--- config.mk ---
export PLATFORM = sky130hd
export DESIGN_NAME = raid01_stripe_decomposer
export DESIGN_NICKNAME = d
export VERILOG_FILES = /design/src/sv/rsd_pkg.sv /design/src/sv/rsd_regs.sv /design/src/sv/rsd_ctrl.sv /design/src/sv/rsd_dpath.sv /design/src/sv/raid01_stripe_decomposer.sv
export SDC_FILE = /design/constraint.sdc
export NUM_CORES = 2
export LEC_CHECK = 0
export ABC_AREA = 1
export BUFFER_PORTS_ARGS = -buffer_cell sky130_fd_sc_hd__buf_2
export CAP_MARGIN = 40
export CORE_ASPECT_RATIO = 0.75
export CORE_MARGIN = 2
export CORE_UTILIZATION = 60
export CTS_CLUSTER_DIAMETER = 120
export DETAILED_ROUTE_END_ITERATION = 7
export MAX_ROUTING_LAYER = met4
export PLACE_DENSITY = 0.78
export SLEW_MARGIN = 40
export SYNTH_ARGS = -nofsm -noshare
export SYNTH_HDL_FRONTEND = slang
export SYNTH_SLANG_ARGS = --single-unit
--- constraint.sdc ---
create_clock -name clk -period 11.37 [get_ports clk]
set_input_delay 0 -clock clk [delete_from_list [all_inputs] [get_ports clk]]
set_output_delay 0 -clock clk [all_outputs]
set_load 0.02 [all_outputs]
--- src/sv/rsd_pkg.sv ---
// Shared types and constants of the RAID 0+1 stripe decomposer.
package rsd_pkg;

  localparam int ADDR_W   = 48;
  localparam int LEN_W    = 32;
  localparam int SU_W     = 25;
  localparam int CNT_W    = 6;
  localparam int DEV_W    = 8;
  localparam int CFG_N_W  = 5;
  localparam int SPAN_W   = ADDR_W + 1;
  localparam int DIV_STEPS = SPAN_W;
  localparam int STEP_W   = $clog2(DIV_STEPS);
  localparam int APB_AW   = 4;
  localparam int APB_DW   = 32;

  localparam logic [SU_W-1:0] SU_MAX = 25'd16777216;

  localparam logic [1:0] KIND_DEV_READ     = 2'd0;
  localparam logic [1:0] KIND_DEV_WRITE    = 2'd1;
  localparam logic [1:0] KIND_READ_PARENT  = 2'd2;
  localparam logic [1:0] KIND_WRITE_PARENT = 2'd3;

  localparam logic [1:0] REG_DEVICES     = 2'd0;
  localparam logic [1:0] REG_STRIPE_UNIT = 2'd1;
  localparam logic [1:0] REG_DEVICE_BASE = 2'd2;

  typedef enum logic [2:0] {
    ST_IDLE,
    ST_SETUP,
    ST_DIV,
    ST_UNIT,
    ST_SPAN,
    ST_EMIT,
    ST_MIRROR,
    ST_PARENT
  } state_t;

  typedef struct packed {
    logic load;
    logic setup;
    logic div_step;
    logic unit_step;
    logic span;
    logic idx_next;
    logic emit_child;
    logic mirror;
    logic emit_parent;
  } cmd_t;

  typedef struct packed {
    logic empty;
    logic is_write;
    logic span_ok;
    logic idx_last;
    logic out_free;
  } status_t;

endpackage

--- src/sv/rsd_regs.sv ---
// APB configuration registers of the stripe decomposer.
module rsd_regs (
  input  logic                       clk,
  input  logic                       rst,
  input  logic                       psel,
  input  logic                       penable,
  input  logic                       pwrite,
  input  logic [rsd_pkg::APB_AW-1:0] paddr,
  input  logic [rsd_pkg::APB_DW-1:0] pwdata,
  output logic [rsd_pkg::APB_DW-1:0] prdata,
  output logic                       pready,
  output logic [rsd_pkg::CFG_N_W-1:0] cfg_devices,
  output logic [rsd_pkg::SU_W-1:0]    cfg_stripe_unit,
  output logic [rsd_pkg::DEV_W-1:0]   cfg_device_base
);
  import rsd_pkg::*;

  logic       wr_en;
  logic [1:0] reg_sel;

  assign pready  = 1'b1;
  assign reg_sel = paddr[3:2];
  assign wr_en   = psel && penable && pwrite && pready;

  always_ff @(posedge clk) begin
    if (rst) begin
      cfg_devices     <= CFG_N_W'(2);
      cfg_stripe_unit <= SU_W'(4096);
      cfg_device_base <= '0;
    end else if (wr_en) begin
      unique case (reg_sel)
        REG_DEVICES:     cfg_devices     <= pwdata[CFG_N_W-1:0];
        REG_STRIPE_UNIT: cfg_stripe_unit <= pwdata[SU_W-1:0];
        REG_DEVICE_BASE: cfg_device_base <= pwdata[DEV_W-1:0];
        default: ;
      endcase
    end
  end

  always_comb begin
    unique case (reg_sel)
      REG_DEVICES:     prdata = APB_DW'(cfg_devices);
      REG_STRIPE_UNIT: prdata = APB_DW'(cfg_stripe_unit);
      REG_DEVICE_BASE: prdata = APB_DW'(cfg_device_base);
      default:         prdata = '0;
    endcase
  end

endmodule

--- src/sv/rsd_ctrl.sv ---
// Sequencing state machine of the stripe decomposer.
module rsd_ctrl #(
  parameter int MAX_DEVICES_PER_SIDE = 16
) (
  input  logic             clk,
  input  logic             rst,
  input  logic             in_valid,
  output logic             in_stall,
  input  rsd_pkg::status_t status,
  output rsd_pkg::cmd_t    cmd
);
  import rsd_pkg::*;

  localparam int DW = $clog2(MAX_DEVICES_PER_SIDE + 1);

  state_t              state, state_next;
  logic [STEP_W-1:0]   step, step_next;

  always_ff @(posedge clk) begin
    if (rst) begin
      state <= ST_IDLE;
      step  <= '0;
    end else begin
      state <= state_next;
      step  <= step_next;
    end
  end

  // next state
  always_comb begin
    state_next = state;
    step_next  = step;
    unique case (state)
      ST_IDLE: begin
        if (in_valid) state_next = ST_SETUP;
      end
      ST_SETUP: begin
        step_next  = '0;
        state_next = status.empty ? ST_PARENT : ST_DIV;
      end
      ST_DIV: begin
        if (step == STEP_W'(DIV_STEPS - 1)) begin
          step_next  = '0;
          state_next = ST_UNIT;
        end else begin
          step_next = step + 1'b1;
        end
      end
      ST_UNIT: begin
        if (step == STEP_W'(DW - 1)) begin
          step_next  = '0;
          state_next = ST_SPAN;
        end else begin
          step_next = step + 1'b1;
        end
      end
      ST_SPAN: state_next = ST_EMIT;
      ST_EMIT: begin
        if (!status.span_ok) begin
          state_next = status.idx_last ? ST_PARENT : ST_SPAN;
        end else if (status.out_free) begin
          if (status.is_write) state_next = ST_MIRROR;
          else state_next = status.idx_last ? ST_PARENT : ST_SPAN;
        end
      end
      ST_MIRROR: begin
        if (status.out_free) state_next = status.idx_last ? ST_PARENT : ST_SPAN;
      end
      ST_PARENT: begin
        if (status.out_free) state_next = ST_IDLE;
      end
      default: state_next = ST_IDLE;
    endcase
  end

  // outputs
  always_comb begin
    cmd      = '0;
    in_stall = (state != ST_IDLE);
    unique case (state)
      ST_IDLE:  cmd.load      = in_valid;
      ST_SETUP: cmd.setup     = 1'b1;
      ST_DIV:   cmd.div_step  = 1'b1;
      ST_UNIT:  cmd.unit_step = 1'b1;
      ST_SPAN:  cmd.span      = 1'b1;
      ST_EMIT: begin
        if (!status.span_ok) begin
          cmd.idx_next = !status.idx_last;
        end else if (status.out_free) begin
          cmd.emit_child = 1'b1;
          cmd.idx_next   = !status.is_write && !status.idx_last;
        end
      end
      ST_MIRROR: begin
        if (status.out_free) begin
          cmd.emit_child = 1'b1;
          cmd.mirror     = 1'b1;
          cmd.idx_next   = !status.idx_last;
        end
      end
      ST_PARENT: cmd.emit_parent = status.out_free;
      default: ;
    endcase
  end

endmodule

--- src/sv/rsd_dpath.sv ---
// Divider lanes, span arithmetic and result register of the stripe decomposer.
module rsd_dpath #(
  parameter int MAX_DEVICES_PER_SIDE = 16
) (
  input  logic                         clk,
  input  logic                         rst,
  input  logic [rsd_pkg::ADDR_W-1:0]   volume_address,
  input  logic [rsd_pkg::LEN_W-1:0]    request_bytes,
  input  logic                         is_write,
  input  logic [rsd_pkg::CFG_N_W-1:0]  cfg_devices,
  input  logic [rsd_pkg::SU_W-1:0]     cfg_stripe_unit,
  input  logic [rsd_pkg::DEV_W-1:0]    cfg_device_base,
  input  rsd_pkg::cmd_t                cmd,
  output rsd_pkg::status_t             status,
  input  logic                         out_stall,
  output logic                         out_valid,
  output logic [1:0]                   kind,
  output logic [rsd_pkg::DEV_W-1:0]    device_index,
  output logic [rsd_pkg::ADDR_W-1:0]   device_address,
  output logic [rsd_pkg::LEN_W-1:0]    length_bytes,
  output logic [rsd_pkg::CNT_W-1:0]    child_count,
  output logic                         last
);
  import rsd_pkg::*;

  localparam int DW = $clog2(MAX_DEVICES_PER_SIDE + 1);
  localparam int SW = SU_W + DW;

  // request snapshot
  logic [DW-1:0]     n_eff;
  logic [SU_W-1:0]   su_eff;
  logic [DEV_W-1:0]  base;
  logic              wr;
  logic              empty;
  logic [SW-1:0]     stripe;

  // lane 0 works on the first byte, lane 1 on the last byte
  logic [SPAN_W-1:0] dvd  [2];
  logic [SW-1:0]     rem  [2];
  logic [SPAN_W-1:0] prod [2];
  logic [DW-1:0]     du   [2];
  logic [SW-1:0]     dsr;

  logic [SW:0]       trial     [2];
  logic              big_ge    [2];
  logic              unit_ge   [2];
  logic [SW-1:0]     big_rem   [2];

  logic [DW-1:0]     idx;
  logic [SPAN_W-1:0] s_reg, e_reg;
  logic [SPAN_W-1:0] add_s, add_e;
  logic [SPAN_W:0]   diff;
  logic              toggle;
  logic [CNT_W-1:0]  count;
  logic              copy_sel;
  logic [DEV_W-1:0]  child_dev;
  logic              out_free;

  logic [DW-1:0]     n_clamp;
  logic [SU_W-1:0]   su_clamp;

  always_comb begin
    if (cfg_devices == '0) n_clamp = DW'(1);
    else if (cfg_devices > CFG_N_W'(MAX_DEVICES_PER_SIDE))
      n_clamp = DW'(MAX_DEVICES_PER_SIDE);
    else n_clamp = DW'(cfg_devices);

    if (cfg_stripe_unit == '0) su_clamp = SU_W'(1);
    else if (cfg_stripe_unit > SU_MAX) su_clamp = SU_MAX;
    else su_clamp = cfg_stripe_unit;
  end

  always_comb begin
    for (int l = 0; l < 2; l++) begin
      trial[l]   = {rem[l], dvd[l][SPAN_W-1]};
      big_ge[l]  = trial[l] >= {1'b0, stripe};
      big_rem[l] = big_ge[l] ? SW'(trial[l] - {1'b0, stripe}) : SW'(trial[l]);
      unit_ge[l] = rem[l] >= dsr;
    end
  end

  // span edges of the current device
  always_comb begin
    if (idx < du[0]) add_s = SPAN_W'(su_eff);
    else if (idx == du[0]) add_s = SPAN_W'(rem[0]);
    else add_s = '0;

    if (idx < du[1]) add_e = SPAN_W'(su_eff);
    else if (idx == du[1]) add_e = SPAN_W'(rem[1]) + SPAN_W'(1);
    else add_e = '0;
  end

  assign diff      = {1'b0, e_reg} - {1'b0, s_reg};
  assign out_free  = !out_valid || !out_stall;
  assign copy_sel  = wr ? cmd.mirror : toggle;
  assign child_dev = base + DEV_W'(idx) + (copy_sel ? DEV_W'(n_eff) : DEV_W'(0));

  assign status.empty    = empty;
  assign status.is_write = wr;
  assign status.span_ok  = !diff[SPAN_W] && (diff != '0);
  assign status.idx_last = (idx == n_eff - 1'b1);
  assign status.out_free = out_free;

  // payload
  always_ff @(posedge clk) begin
    if (cmd.load) begin
      n_eff  <= n_clamp;
      su_eff <= su_clamp;
      base   <= cfg_device_base;
      wr     <= is_write;
      empty  <= (request_bytes == '0);
      dvd[0] <= SPAN_W'(volume_address);
      dvd[1] <= SPAN_W'(volume_address) + SPAN_W'(request_bytes) - SPAN_W'(1);
    end
    if (cmd.setup) begin
      stripe <= SW'({{SU_W{1'b0}}, n_eff} * {{DW{1'b0}}, su_eff});
      dsr    <= SW'(su_eff) << (DW - 1);
      for (int l = 0; l < 2; l++) begin
        rem[l]  <= '0;
        prod[l] <= '0;
        du[l]   <= '0;
      end
    end
    if (cmd.div_step) begin
      for (int l = 0; l < 2; l++) begin
        rem[l]  <= big_rem[l];
        prod[l] <= {prod[l][SPAN_W-2:0], 1'b0}
                   + (big_ge[l] ? SPAN_W'(su_eff) : SPAN_W'(0));
        dvd[l]  <= {dvd[l][SPAN_W-2:0], 1'b0};
      end
    end
    if (cmd.unit_step) begin
      for (int l = 0; l < 2; l++) begin
        if (unit_ge[l]) rem[l] <= rem[l] - dsr;
        // shift in the next quotient bit, drop the top one
        du[l] <= DW'({du[l], unit_ge[l]});
      end
      dsr <= dsr >> 1;
    end
    if (cmd.span) begin
      s_reg <= prod[0] + add_s;
      e_reg <= prod[1] + add_e;
    end
    if (cmd.emit_child) begin
      kind           <= wr ? KIND_DEV_WRITE : KIND_DEV_READ;
      device_index   <= child_dev;
      device_address <= s_reg[ADDR_W-1:0];
      length_bytes   <= diff[LEN_W-1:0];
      child_count    <= '0;
      last           <= 1'b0;
    end else if (cmd.emit_parent) begin
      kind           <= wr ? KIND_WRITE_PARENT : KIND_READ_PARENT;
      device_index   <= base;
      device_address <= '0;
      length_bytes   <= '0;
      child_count    <= count;
      last           <= 1'b1;
    end
  end

  // control
  always_ff @(posedge clk) begin
    if (rst) begin
      out_valid <= 1'b0;
      toggle    <= 1'b0;
      count     <= '0;
      idx       <= '0;
    end else begin
      if (cmd.emit_child || cmd.emit_parent) out_valid <= 1'b1;
      else if (!out_stall) out_valid <= 1'b0;

      if (cmd.load) count <= '0;
      else if (cmd.emit_child) count <= count + 1'b1;

      if (cmd.emit_child && !wr) toggle <= !toggle;

      if (cmd.setup) idx <= '0;
      else if (cmd.idx_next) idx <= idx + 1'b1;
    end
  end

endmodule

--- src/sv/raid01_stripe_decomposer.sv ---
// Top level of the RAID 0+1 stripe decomposer.
//
// Splits one volume request (byte address, byte count, read/write) across
// devices_per_side striped data devices mirrored onto as many more. Each data
// device with a non-empty share gets a device request carrying its local start
// address and length; a write goes to the data device and then to its mirror,
// a read goes to one copy chosen by a toggle that flips after every device read.
// Each run closes with a parent record (last=1) holding the child count.
// Timing: a request is accepted only while the block is idle. After accept,
// a setup state forms the stripe size, then a bit-serial restoring divider
// works on the first and last byte addresses in two parallel lanes, and a
// step divider splits the stripe remainders into device and offset. Each data
// device then passes a span state and an emit state (plus a mirror state when
// a write emits its mirror copy), and the parent record closes the run; output
// stalls hold the emit, mirror and parent states. A request of zero bytes
// skips straight to the parent record. Results leave through an output
// register; the block returns to idle once its parent record is registered,
// so a stall of that record does not hold the next accept, but earlier ones do.
// Configuration registers (APB, byte addresses 0, 4, 8): devices_per_side,
// stripe_unit_bytes, device_base; out-of-range values are clamped per request.
module raid01_stripe_decomposer #(
  parameter int MAX_DEVICES_PER_SIDE = 16
) (
  input  logic                        clk,
  input  logic                        rst,
  // configuration port
  input  logic                        psel,
  input  logic                        penable,
  input  logic                        pwrite,
  input  logic [rsd_pkg::APB_AW-1:0]  paddr,
  input  logic [rsd_pkg::APB_DW-1:0]  pwdata,
  output logic [rsd_pkg::APB_DW-1:0]  prdata,
  output logic                        pready,
  // volume request in
  input  logic                        in_valid,
  output logic                        in_stall,
  input  logic [rsd_pkg::ADDR_W-1:0]  volume_address,
  input  logic [rsd_pkg::LEN_W-1:0]   request_bytes,
  input  logic                        is_write,
  // device requests and parent record out
  output logic                        out_valid,
  input  logic                        out_stall,
  output logic [1:0]                  kind,
  output logic [rsd_pkg::DEV_W-1:0]   device_index,
  output logic [rsd_pkg::ADDR_W-1:0]  device_address,
  output logic [rsd_pkg::LEN_W-1:0]   length_bytes,
  output logic [rsd_pkg::CNT_W-1:0]   child_count,
  output logic                        last
);
  import rsd_pkg::*;

  logic [CFG_N_W-1:0] cfg_devices;
  logic [SU_W-1:0]    cfg_stripe_unit;
  logic [DEV_W-1:0]   cfg_device_base;
  cmd_t               cmd;
  status_t            status;

  // register file: raw values, clamped by the datapath at accept
  rsd_regs u_regs (
    .clk             (clk),
    .rst             (rst),
    .psel            (psel),
    .penable         (penable),
    .pwrite          (pwrite),
    .paddr           (paddr),
    .pwdata          (pwdata),
    .prdata          (prdata),
    .pready          (pready),
    .cfg_devices     (cfg_devices),
    .cfg_stripe_unit (cfg_stripe_unit),
    .cfg_device_base (cfg_device_base)
  );

  // sequencer: divide, walk the devices, close with the parent record
  rsd_ctrl #(
    .MAX_DEVICES_PER_SIDE (MAX_DEVICES_PER_SIDE)
  ) u_ctrl (
    .clk      (clk),
    .rst      (rst),
    .in_valid (in_valid),
    .in_stall (in_stall),
    .status   (status),
    .cmd      (cmd)
  );

  // datapath: divider lanes, span edges, read-copy toggle, output register
  rsd_dpath #(
    .MAX_DEVICES_PER_SIDE (MAX_DEVICES_PER_SIDE)
  ) u_dpath (
    .clk             (clk),
    .rst             (rst),
    .volume_address  (volume_address),
    .request_bytes   (request_bytes),
    .is_write        (is_write),
    .cfg_devices     (cfg_devices),
    .cfg_stripe_unit (cfg_stripe_unit),
    .cfg_device_base (cfg_device_base),
    .cmd             (cmd),
    .status          (status),
    .out_stall       (out_stall),
    .out_valid       (out_valid),
    .kind            (kind),
    .device_index    (device_index),
    .device_address  (device_address),
    .length_bytes    (length_bytes),
    .child_count     (child_count),
    .last            (last)
  );

endmodule

# ---- Word level (Yosys, flattened, before mapping)
# Memories as Yosys holds them, arrays and structs flattened.
# Cells that the tools add are included.
dict set report totals {
  inputBits 124
  mem_bits_rw 266
  regBits 354
  out_inout_bits 132
  mem_count 4
  wordCells 197
}
dict set report op_classes {
  addsub 18
  n_bitwise 10
  multipliers 1
  n_eq_ne 21
  n_lt_le_gt_ge 8
  muxes 77
  n_reduce_logical 31
}
# name words width rd rd_clocked_by_memory_dff write_ports line_no
set mem_list {}
lappend mem_list {u_dpath.dvd 2 49 2 0 2 rsd_dpath.sv:38} ;# logic [SPAN_W-1:0] dvd [2];
lappend mem_list {u_dpath.prod 2 49 2 0 2 rsd_dpath.sv:40} ;# logic [SPAN_W-1:0] prod [2];
lappend mem_list {u_dpath.rem 2 30 2 0 2 rsd_dpath.sv:39} ;# logic [SW-1:0] rem [2];
lappend mem_list {u_dpath.du 2 5 2 0 2 rsd_dpath.sv:41} ;# logic [DW-1:0] du [2];
# op count
set ops {}
lappend ops {{49-bit 2-to-1 mux} 7}
lappend ops {{30-bit 2-to-1 mux} 7}
lappend ops {{49-bit adder} 4}
lappend ops {{48-bit 2-to-1 mux} 2}
lappend ops {{25-bit 2-to-1 mux} 3}
lappend ops {{25-bit one-hot mux with 3 select lines} 1}
lappend ops {{32-bit 2-to-1 mux} 2}
lappend ops {{31-bit by 30-bit >= comparator with 1-bit output} 2}
lappend ops {{30-bit by 29-bit >= comparator with 1-bit output} 2}
lappend ops {{30-bit by 29-bit subtractor with 30-bit output} 2}
lappend ops {{30-bit subtractor} 2}
lappend ops {{50-bit nonzero test} 1}
lappend ops {{49-bit by 49-bit subtractor with 50-bit output} 1}
lappend ops {{48-bit by 32-bit adder with 49-bit output} 1}
lappend ops {{49-bit by 1-bit subtractor with 49-bit output (second input constant)} 1}
lappend ops {{32-bit logical NOT} 1}
lappend ops {{30-bit by 1-bit adder with 31-bit output (second input constant)} 1}
lappend ops {{5-bit by 25-bit multiplier with 30-bit output} 1}
lappend ops {{3-bit 2-to-1 mux} 10}
lappend ops {{29-bit 2-to-1 mux} 1}
lappend ops {{1-bit 2-to-1 mux} 28}
lappend ops {{28-bit 2-to-1 mux} 1}
lappend ops {{25-bit greater-than comparator (second input constant)} 1}
lappend ops {{25-bit logical NOT} 1}
lappend ops {{other kinds (37)} 83}

# ---- Depth between registers and ports, before layout
dict set report depth {
  word_depth 9
  mapped_depth 35
}

# ---- Hierarchy
# From an unflattened synthesis, not the netlist that was laid out.
dict set report unflattened {
  cells_unflattened 7370
  area_unflattened_um2 53226.0
}
# module area_each_um2 cells_per_inst n_inst
set modules_own_cells {}
lappend modules_own_cells {rsd_dpath 50627.3 6939 1}
lappend modules_own_cells {rsd_regs 1930.6 315 1}
lappend modules_own_cells {rsd_ctrl 668.1 116 1}

# ---- Worst setup path before layout
# Ideal clock, no wire load.
dict set report synth_timing {
  path_kind {flip-flop to flip-flop}
  start {register u_ctrl.state[0]}
  end {memory u_dpath.dvd[0][0] (netlist bit) (enable)}
  required_time_ns 10.679
  arrival_ns 7.659
  path_stages_with_launch 4
  synth_period_minus_slack_ns 8.350
  path_slack_ns 3.020
  setup_ns 0.691
  cell_sequence {dfxtp_1 > nor2_1 > nand2_1 > o21ai_0}
}
# element line_no
set synth_lines {}
lappend synth_lines {{start, declared} rsd_ctrl.sv:16} ;# state_t state, state_next;
lappend synth_lines {{start signal, assigned} rsd_ctrl.sv:24} ;# state <= state_next;
lappend synth_lines {{end, declared} rsd_dpath.sv:38}

==> impl_metrics.py <==
metrics = {
    "run_status": {
        "outcome": "finished clean",
    },
    "finish": {
        "fin_util": 0.6727,
        "syn_to_final_growth_pct": 11.03,
        "reg_top3": "u_dpath.dvd (98), u_dpath.prod (98), u_dpath.rem (60)",
        "final_common_cell": "nand2_1",
        "final_cell_mix": "nand2_1 (1577), inv_1 (1174), nor2_1 (601), a21oi_1 (580), edfxtp_1 (553)",
        "layout.nets": 7667,
        "drive_gt1_frac": 0.06991,
        "seq_area_sq_um": 17950,
        "fillers": 7128,
        "design_area_sq_um": 56530,
        "multi_input_comb_area_sq_um": 27830,
    },
    "critical_path": {
        "reg2regPathDepth": 28,
        "startpoint": "u_dpath.stripe[1]",
        "criticalPathCategory": "flip-flop to flip-flop",
        "crit_slowest_cell": "edfxtp_1",
        "r2r_slack_ns": 4.87,
        "r2r_start": "u_dpath.stripe[1]",
        "cp_max_fo": 10,
        "setup.worst_path.end_class": "flip-flop",
        "cp_top_family": "compound AO/OA/AOI/OAI gates",
        "required_ns": 11.74,
        "critPathCapture": "u_dpath.prod[0][42]",
        "cp_num_buf_inv": 2,
        "worstSetupPathDepth": 28,
        "crit_top_cell": "nand2_1",
        "worstPathArrival_ns": 6.87,
        "critPathMaxStageDelay_ns": 0.53,
        "critPathLaunchType": "flip-flop",
        "rr_endpoint": "u_dpath.prod[0][42]",
    },
    "sta": {
        "hold_ws_ns": 0.1034,
        "max_freq_ghz": 0.1538,
        "period_needed_ns": 6.504,
        "layout_setup_ws_ns": 4.866,
        "finalSetupViolCount": 0,
        "finalHoldViolations": 0,
        "fin_setup_tns_ns": 0,
        "slew_viol_final": 0,
        "relSlewSlack": 0.4059,
        "skew_ns": 0.03056,
        "finalCritPeriodShare": 0.5720,
        "rsz0062_at_grt": "no",
        "tightest_slew_ns": 0.8832,
    },
    "power": {
        "internal_power_mw": 9.017,
        "pwr-share-clk": 0.126,
        "leakagePower_nw": 26.80,
        "power_per_cell_area_nw_per_um2": 328.2,
        "seqPwrFrac": 0.250,
        "swShare": 0.5140,
        "ir_drop_v": 0.0001853,
        "combinationalPowerShare": 0.624,
        "p_sw_mw": 9.537,
    },
    "clock_tree": {
        "cts_max_level": 3,
        "postCtsResizedCells": 0,
        "cts_root_buf": "clkbuf_16",
        "tritoncts": "done",
        "numCtsBuffers": 68,
        "clk_path_buf_depth": 3,
        "hold_buffers": 87,
        "clkTransAtPathRegs_ns": 0.06,
        "clock_sinks": 620,
        "insertion_delay_ns": 0.64,
        "cts_setup_buffers": 0,
    },
    "logic_synthesis": {
        "yosysTopAreaCell": "edfxtp_1",
        "synth.top_cell.area_share": 0.3262,
        "asyncSetResetFlopFracSynth": 0,
        "ys.flop_type": "edfxtp_1",
        "synthDistinctLibCells": 66,
        "syn_area_per_cell_sq_um": 7.536,
        "synth_seq_cells": 620,
        "synthCells": 6755,
        "yosysSeqAreaShare": 0.3525,
        "synth_edf_count": 553,
        "synth_area_leaders": "edfxtp_1 (33%), nand2_1 (12%), ha_1 (10%)",
        "netlist_area_sq_um": 50910,
        "yosys_warnings": 0,
    },
    "routing": {
        "drt_wl_total_microns": 160900,
        "avgViaCountPerCell": 5.765,
        "antenna_left": 0,
        "avgRoutedWirePerCell_microns": 19.56,
        "vias": 47421,
        "drt-initial-drc-count": 5665,
        "drt_pass1_iterations": 8,
        "drc": 0,
    },
    "global_route": {
        "grt_pass1_vias": 44099,
        "use_met1": 0.5415,
        "grt.total_usage": 0.3736,
        "use_met2": 0.5170,
        "grt_busiest_layer": "met1",
        "grt_antenna_before_repair": 1,
        "overflow": 0,
        "grt_max_degree": 138,
        "groute.layer.met3.usage": 0.08912,
        "grt_pass1_wl_microns": 247400,
    },
    "place": {
        "port_buffers": 238,
        "dp_hpwl_microns": 125700,
        "place_congestion": 1.037,
        "placed_cell_area_sq_um": 53240,
        "dp_slack_ns": 5.148,
    },
    "floorplan": {
        "core-area_sq_um": 84030,
        "start_util": 0.6058,
        "die_area_sq_um": 87220,
        "pin_count": 256,
        "die_x_microns": 340.4,
        "die_height_microns": 256.3,
        "fp-row-count": 92,
    },
    "job": {
        "maxCapViolations": 0,
    },
    "hold_path": {
        "min_path_type": "input pin to flip-flop",
    },
}
[area by class of cell]
class / count / area share
multi-input cells: 4788 / 0.4924
flip-flops and latches: 620 / 0.3175
inverters: 1196 / 0.07951
repair buffers: 368 / 0.04493
clock buffers: 81 / 0.03303
well taps: 1128 / 0.02497
clock inverters: 42 / 0.007592
diodes: 2 / 0.00008854
[worst min-delay path by stage]
stage	slack, ns	to	start	cells after the start
floorplan	0.07	u_ctrl.step[4]	rst	1
global placement	0.18	u_dpath.wr	is_write	1
detailed placement	0.18	u_dpath.wr	is_write	1
CTS	0.02	u_regs.cfg_devices[0]	paddr[3]	6
global route	0.1	u_dpath.wr	is_write	2
finish	0.10	u_dpath.wr	is_write	2
[power by group through the flow]
stage	Clock, mW	Sequential (mW)	Combinational [mW]
CTS	2.34	4.62	11.2
global placement	0	4.65	10.9
detailed placement	0	4.66	11.1
global route	2.43	4.70	12.9
floorplan	0	4.46	8.24
finish	2.33	4.64	11.6
[cell usage after synthesis (7+ instances only)]
cell / instances
a211oi_1: 11
a21boi_0: 25
a21boi_1: 7
a21o_1: 22
a21oi_1: 580
a221oi_1: 9
a31oi_1: 46
buf_1: 7
buf_2: 26
buf_4: 12
buf_6: 10
clkbuf_1: 101
clkinv_1: 7
dfxtp_1: 67
edfxtp_1: 553
fa_1: 85
ha_1: 416
inv_1: 1176
inv_2: 12
nand2_1: 1581
nand2_2: 15
nand3_1: 237
nand3b_1: 8
nand4_1: 57
nor2_1: 603
nor2_2: 11
nor3_1: 78
nor4_1: 42
o211ai_1: 58
o21a_1: 39
o21ai_0: 405
o21ai_1: 22
o21ai_2: 7
o21bai_1: 29
o221ai_1: 13
o22ai_1: 12
o31ai_1: 8
o32ai_1: 9
or2_2: 29
xnor2_1: 95
xor2_1: 181
[per-stage QoR]
step                total power [mW]  cells
floorplan                      12.71   6761
global placement               15.55   7994
detailed placement             15.79   8004
CTS                            18.21   8214
global route                   19.99   8224
finish                         18.55   8225
[cells by family (layout without fill, tap and decap cells)]
kind of cell               count (synthesis)  count (layout)  share of synthesized area
buffers and inverters                   1353            1687                     0.1030
and+or+nand+nor                         2684            2684                     0.2161
other                                      2              10                  0.0001475
DFF                                      620             620                     0.3525
AOI/OAI and AO/OA                       1319            1319                     0.1451
xor gates and xnor gates                 276             276                    0.04748
adders and majority gates                501             501                     0.1357
[routing by layer]
metal  vias up  routed length [microns]
li1      22835                        -
met1     21995                    72530
met2      2324                    64730
met3       267                    19110
met4         0                     4533
met5         -                        0
No activity file was read; power rests on OpenSTA's default activity.
